==> config.mk <==
export PLATFORM = sky130hd
export DESIGN_NAME = pfba_ctrl
export DESIGN_NICKNAME = d
export VERILOG_FILES = /design/src/rtl/pfba_pkg.sv /design/src/rtl/pfba_ctrl.sv
export SDC_FILE = /design/constraint.sdc
export NUM_CORES = 1
export LEC_CHECK = 0
export BUFFER_PORTS_ARGS = -buffer_cell sky130_fd_sc_hd__buf_4
export CORE_AREA = 2 2 53 67
export CTS_CLUSTER_SIZE = 40
export DETAILED_ROUTE_END_ITERATION = 10
export DIE_AREA = 0 0 55 69
export GPL_TIMING_DRIVEN = 0
export PLACE_DENSITY = 0.47
export SLEW_MARGIN = 20
export SYNTH_ARGS = -nofsm -noshare
export SYNTH_HDL_FRONTEND = slang
export SYNTH_SLANG_ARGS = --single-unit
==> constraint.sdc <==
create_clock -name clk -period 2.92 [get_ports clk]
set_input_delay 0.584 -clock clk [delete_from_list [all_inputs] [get_ports clk]]
set_output_delay 0.584 -clock clk [all_outputs]
set_load 0.01 [all_outputs]
==> src/rtl/pfba_pkg.sv <==
// Shared types, codes and control records for the page frame bitmap allocator.
package pfba_pkg;

	localparam int TOTAL_W = 13;
	localparam int PAGE_W  = 12;
	localparam int LEN_W   = 11;
	localparam int BASE_W  = 14;

	localparam logic [1:0] OP_ALLOC   = 2'd0;
	localparam logic [1:0] OP_FREE    = 2'd1;
	localparam logic [1:0] OP_RESERVE = 2'd2;
	localparam logic [1:0] OP_NONE    = 2'd3;

	localparam logic [1:0] ST_OK     = 2'd0;
	localparam logic [1:0] ST_BUSY   = 2'd1;
	localparam logic [1:0] ST_RANGE  = 2'd2;
	localparam logic [1:0] ST_DOUBLE = 2'd3;

	typedef enum logic [1:0] {
		RD_RUN,
		RD_HINT,
		RD_CNT
	} rd_sel_t;

	typedef enum logic [3:0] {
		S_CLEAR,
		S_IDLE,
		S_DISPATCH,
		S_ALIGN,
		S_CAND,
		S_RUN_RD,
		S_RUN_CHK,
		S_MARK,
		S_HINT_RD,
		S_HINT_CHK,
		S_CNT_RD,
		S_CNT_CHK,
		S_DONE
	} state_t;

	typedef struct packed {
		logic       latch;
		logic       align_step;
		logic       cand_next;
		logic       run_init;
		logic       off_inc;
		rd_sel_t    rd_sel;
		logic       wr_en;
		logic       wr_clr;
		logic       clr_step;
		logic       set_result;
		logic       hint_inc;
		logic       hint_min;
		logic       cnt_init;
		logic       cnt_step;
		logic       st_en;
		logic [1:0] st_code;
		logic       load_out;
	} cmd_t;

	typedef struct packed {
		logic [1:0] op;
		logic       len_bad;
		logic       range_bad;
		logic       align_done;
		logic       cand_fail;
		logic       run_last;
		logic       bit_used;
		logic       hint_end;
		logic       cnt_end;
		logic       clr_end;
		logic       out_busy;
	} stat_t;

endpackage

==> src/rtl/pfba_ctrl.sv <==
// Controller: sequencer over the usage map for alloc, free, reserve and recount.
module pfba_ctrl import pfba_pkg::*; (
	input  logic  clk,
	input  logic  arst_n,
	input  logic  in_valid,
	output logic  in_ready,
	input  stat_t stat,
	output cmd_t  cmd
);

	state_t state_q, state_d;

	always_ff @(posedge clk or negedge arst_n) begin
		if (!arst_n)
			state_q <= S_CLEAR;
		else
			state_q <= state_d;
	end

	always_comb begin
		state_d  = state_q;
		cmd      = '0;
		cmd.rd_sel = RD_RUN;
		in_ready = 1'b0;
		case (state_q)
			S_CLEAR: begin
				cmd.wr_en    = 1'b1;
				cmd.wr_clr   = 1'b1;
				cmd.clr_step = 1'b1;
				if (stat.clr_end)
					state_d = S_IDLE;
			end
			S_IDLE: begin
				in_ready = 1'b1;
				if (in_valid) begin
					cmd.latch = 1'b1;
					state_d   = S_DISPATCH;
				end
			end
			S_DISPATCH: begin
				if (stat.op == OP_NONE) begin
					cmd.st_en = 1'b1; cmd.st_code = ST_BUSY;
					cmd.cnt_init = 1'b1; state_d = S_CNT_RD;
				end else if (stat.len_bad) begin
					cmd.st_en = 1'b1; cmd.st_code = ST_RANGE;
					cmd.cnt_init = 1'b1; state_d = S_CNT_RD;
				end else if (stat.op == OP_ALLOC) begin
					state_d = S_ALIGN;
				end else if (stat.range_bad) begin
					cmd.st_en = 1'b1; cmd.st_code = ST_RANGE;
					cmd.cnt_init = 1'b1; state_d = S_CNT_RD;
				end else begin
					cmd.run_init = 1'b1; state_d = S_RUN_RD;
				end
			end
			S_ALIGN: begin
				if (stat.align_done)
					state_d = S_CAND;
				else
					cmd.align_step = 1'b1;
			end
			S_CAND: begin
				if (stat.cand_fail) begin
					cmd.st_en = 1'b1; cmd.st_code = ST_BUSY;
					state_d = S_HINT_RD;
				end else begin
					cmd.run_init = 1'b1; state_d = S_RUN_RD;
				end
			end
			S_RUN_RD: begin
				cmd.rd_sel = RD_RUN;
				state_d    = S_RUN_CHK;
			end
			S_RUN_CHK: begin
				if (stat.bit_used != (stat.op == OP_FREE)) begin
					if (stat.op == OP_ALLOC) begin
						cmd.cand_next = 1'b1; state_d = S_CAND;
					end else begin
						cmd.st_en   = 1'b1;
						cmd.st_code = (stat.op == OP_FREE) ? ST_DOUBLE : ST_BUSY;
						cmd.cnt_init = 1'b1; state_d = S_CNT_RD;
					end
				end else if (stat.run_last) begin
					cmd.run_init = 1'b1; state_d = S_MARK;
				end else begin
					cmd.off_inc = 1'b1; state_d = S_RUN_RD;
				end
			end
			S_MARK: begin
				cmd.wr_en = 1'b1;
				if (stat.run_last) begin
					if (stat.op == OP_ALLOC) begin
						cmd.set_result = 1'b1; state_d = S_HINT_RD;
					end else begin
						cmd.hint_min = (stat.op == OP_FREE);
						cmd.cnt_init = 1'b1; state_d = S_CNT_RD;
					end
				end else begin
					cmd.off_inc = 1'b1;
				end
			end
			S_HINT_RD: begin
				cmd.rd_sel = RD_HINT;
				if (stat.hint_end) begin
					cmd.cnt_init = 1'b1; state_d = S_CNT_RD;
				end else begin
					state_d = S_HINT_CHK;
				end
			end
			S_HINT_CHK: begin
				if (stat.bit_used) begin
					cmd.hint_inc = 1'b1; state_d = S_HINT_RD;
				end else begin
					cmd.cnt_init = 1'b1; state_d = S_CNT_RD;
				end
			end
			S_CNT_RD: begin
				cmd.rd_sel = RD_CNT;
				state_d = stat.cnt_end ? S_DONE : S_CNT_CHK;
			end
			S_CNT_CHK: begin
				cmd.cnt_step = 1'b1;
				state_d      = S_CNT_RD;
			end
			S_DONE: begin
				if (!stat.out_busy) begin
					cmd.load_out = 1'b1; state_d = S_IDLE;
				end
			end
			default: state_d = S_IDLE;
		endcase
	end

endmodule

==> reports/results.txt <==
For this configuration, the core starts out at a cell density of 23.8%. The count of input and output buffers came out at 33. After Yosys synthesis, full adders, half adders and majority gates account for 0% of the synthesized area.

Final setup skew: 1.15 ps. The net count of the finished layout is 164. CTS saw 4 sinks. The register with the most flip-flops in the layout has 4 of them. Using the TritonRoute via totals, the vias-per-cell ratio works out to 5.44.

Headroom to the max-slew limit came out at 59.2%. The flow ran to the end, and the final reports show no timing, DRC or antenna violations. The fraction of synthesis flops using an asynchronous set or reset pin is 100%, and the placement-stage cell area is 1050 sq um. By area, the combinational part of the netlist is dominated by simple AND/OR/NAND/NOR gates.

The top-level I/O count was 35; the CTS clock-pin slew for the worst setup and hold paths was 30 ps. The via total after detailed routing is 1001. The highest net fanout along the worst path came out at 10. The tools report the critical path launch point type as a primary input.

Kind of capture point of the worst setup path: a primary output. The largest registers in the layout are state_q x4. Across the VDD grid, the largest voltage drop is 0.405 mV. For this run, the slowest stage of the critical path takes 350 ps.

For the count of inserted antenna diode cells, the log shows 0. The run gives 3 as the clock buffer count from CTS. Cell with the most instances on the worst path: sky130_fd_sc_hd__buf_4.

The initial antenna violation count is 0, and the count of different cell masters after synthesis is 43. Number of buffers inserted by post-CTS setup repair: 0. The logs give 0 ps for the final total negative setup slack and 3800 sq um for the overall die area.

At the end of routability-driven placement, the weighted congestion stood at 0.862. Registers are responsible for 13.1% of the overall power. The core region is 3170 sq um. The maximum buffer depth of the clock tree is 2, and the leakage dissipation is 0.496 nW.

Setup repair after global routing left no endpoint under its margin. Traced cell by cell, the critical path runs through buf_4 > clkbuf_1 > xor2_1 > and4_1 > a21oi_1 > o32ai_1 > buf_4. The area of all placed cells without fillers is 1090 sq um.

The post-route core utilization came out at 34.3%. The clock period minus worst slack was 2540 ps; the total wirelength of the detailed-routed design was 2.78 mm. Derived from the worst setup path, the maximum achievable clock frequency is 394 MHz. The number of synthesized flops with an enable pin is 0.

Among all flip-flop cells after synthesis, the most frequent one is sky130_fd_sc_hd__dfrtp_1. The number of hold-slack violations in the final timing report came out at 0. The setup path with the least slack is of type in -> out. The later pin in the worst-skew pair is clocked with a latency of 210 ps. Entering global routing, the biggest net connects 11 pins. The power share of the combinational group was 74.2%. In the routed design, unresolved DRC markers number 0. The post-synthesis area per instance is 6.77 sq um, and the detailed placer's ending HPWL is 2.22 mm. Multiplexer cells account for 7.15% of the synthesized area. The detail route stage leaves a number of antenna-violating nets equal to 0.

Post-CTS repair changed the size of 0 cells. The critical path contains buffers and inverters numbering 3 combined. Of the available clock period, the critical path in the final layout requires 86.8%.

For the global-route congestion overflow total, the log shows 0. Measured along the y axis, the die boundary spans 69 um. The register with the most flip-flops in the final layout is state_q.

Summing the areas of all compound-gate instances in the mapped netlist gives 31.9% of the synthesized area. For this run, the number of Yosys warnings is 0. The run gives 126 as the number of nets in the synthesized netlist. For this run, the total global-route usage over all layers was measured as 15.7%.

From left edge to right edge, the die measures 55 um. In this run, the clock network consumes 12.7% of the power. TritonCTS built the clock tree. The logs give 1 for the number of H-tree levels and 0 for the total count of max-transition violations in the final report. Data arrives at the worst endpoint at 1950 ps.

The kind of cell with the highest combined delay on the critical path was buffers and inverters. Overall power consumption after layout is estimated at 0.896 mW. The summed instance area of the synthesized netlist was 752 sq um; the power density over the cells was 824 nW/um^2. In the final routed layout, each cell accounts on average for 15.1 um. The first global-routing pass estimated 4.52 mm of wire. For the switching power, the log shows 0.433 mW.

The first detailed-routing pass ran for 4 iterations. In the synthesized netlist, the number of instances is 111. Hold slack: 156 ps. The first routing iteration left 39 violations. The xor/xnor cell area share of the yosys netlist came out at 1.16%. Layout cell share with drive strength beyond 1: 30.6%. Of the total synthesized cell area, the portion taken by AND, OR, NAND and NOR gates is 38.3%. For the pin with the worst max-slew slack, the measured transition is 611 ps. Of the total power, the share spent switching nets is 48.3%.

The number of hold buffers added after CTS was 0. The run gives 0 as the final count of negative-setup-slack endpoints. The path class of the tightest hold or removal check is in -> async. STA puts the critical path data required time at 2340 ps.

The slowest stage of the critical path belongs to the cell sky130_fd_sc_hd__clkbuf_1. The tree is rooted in a sky130_fd_sc_hd__clkbuf_8. The flip-flop and latch count after synthesis came out at 4.

Cell-internal power: 0.463 mW. Sequential elements use 13.3% of the synthesized area. The via count of the first global-routing pass came out at 981.

Compared with the post-synthesis result, the final layout area differs by 44.6%. The number of max-cap violations was 0; the standard-cell row count was 23.
[per-stage QoR]
step | setup WS [ps] | cells
after floorplan | 708 | 111
after global placement | 400 | 181
after detailed placement | 384 | 181
after global routing | 199 | 184
after CTS | 378 | 184
final | 384 | 184
[cell type report]
class | count | area [sq um]
Buffer | 9 | 46.3
Clock buffer | 3 | 41.3
Fill cell | 363 | 2080
Inverter | 4 | 15.0
Multi-Input combinational cell | 94 | 591
Sequential cell | 4 | 100
Tap cell | 37 | 46.3
Timing Repair Buffer | 33 | 248
[synthesized netlist by cell type (all sizes together) (3+ instances only)]
library cell,number,area (sq um)
and3,3,18.8
mux2,3,33.8
o21ai,3,15.0
nor3,5,25.0
dfrtp,4,100
a22oi,3,22.5
buf,3,23.8
a21oi,4,20.0
nor2,10,37.5
nand3,6,30.0
clkbuf,6,22.5
nor2b,4,25.0
nand2,16,60.1
inv,4,15.0
nor4,4,25.0
[routing by layer]
layer	vias up	global-route usage (%)	routed length [um]
met4	0	7.05	45
met5	-	0	0
li1	497	-	-
met3	4	1.73	161
met2	43	25.1	1390
met1	457	20.3	1170
[layout by cell type, fill, tap and decap left out, drive strengths merged, types with 3 or more instances in the layout]
| master | Yosys | final |
|---|---|---|
| nand2 | 16 | 16 |
| nor2 | 10 | 10 |
| and3 | 3 | 3 |
| buf | 3 | 36 |
| nor3 | 5 | 5 |
| mux2 | 3 | 3 |
| o21ai | 3 | 3 |
| a21oi | 4 | 4 |
| nand3 | 6 | 6 |
| dfrtp | 4 | 4 |
| nor2b | 4 | 4 |
| nor4 | 4 | 4 |
| inv | 4 | 4 |
| clkbuf | 6 | 9 |
| a22oi | 3 | 3 |
[kinds of logic after synthesis]
| family | Yosys count |
|---|---|
| flip-flops | 4 |
| buffers and inverters | 13 |
| AO/OA/AOI/OAI | 32 |
| AND/OR/NAND/NOR | 56 |
| XOR/XNOR | 1 |
| multiplexers | 5 |
[power by group through the flow]
stage	combinational [mW]	clock, mW	sequential, mW
4_1_cts	0.667	0.120	0.116
2_1_floorplan	0.437	0	0.105
3_5_place_dp	0.663	0	0.117
3_3_place_gp	0.667	0	0.117
6_report	0.664	0.114	0.117
5_1_grt	0.735	0.127	0.121
[path summary, 6_finish.rpt]
check	startpoint	to	slack [ps]	depth (start not counted)
worst max-delay path	stat[10]	cmd[15]	380	7
worst min-delay path	arst_n	state_q[0]	160	1
worst max register to register	state_q[2]	state_q[3]	1020	6
worst min register to register	state_q[3]	state_q[1]	800	2
max in group asynchronous	arst_n	state_q[2]	2670	1
min in group clk	stat[0]	state_q[3]	670	2
Note: power is estimated with default switching activity, not from simulation.
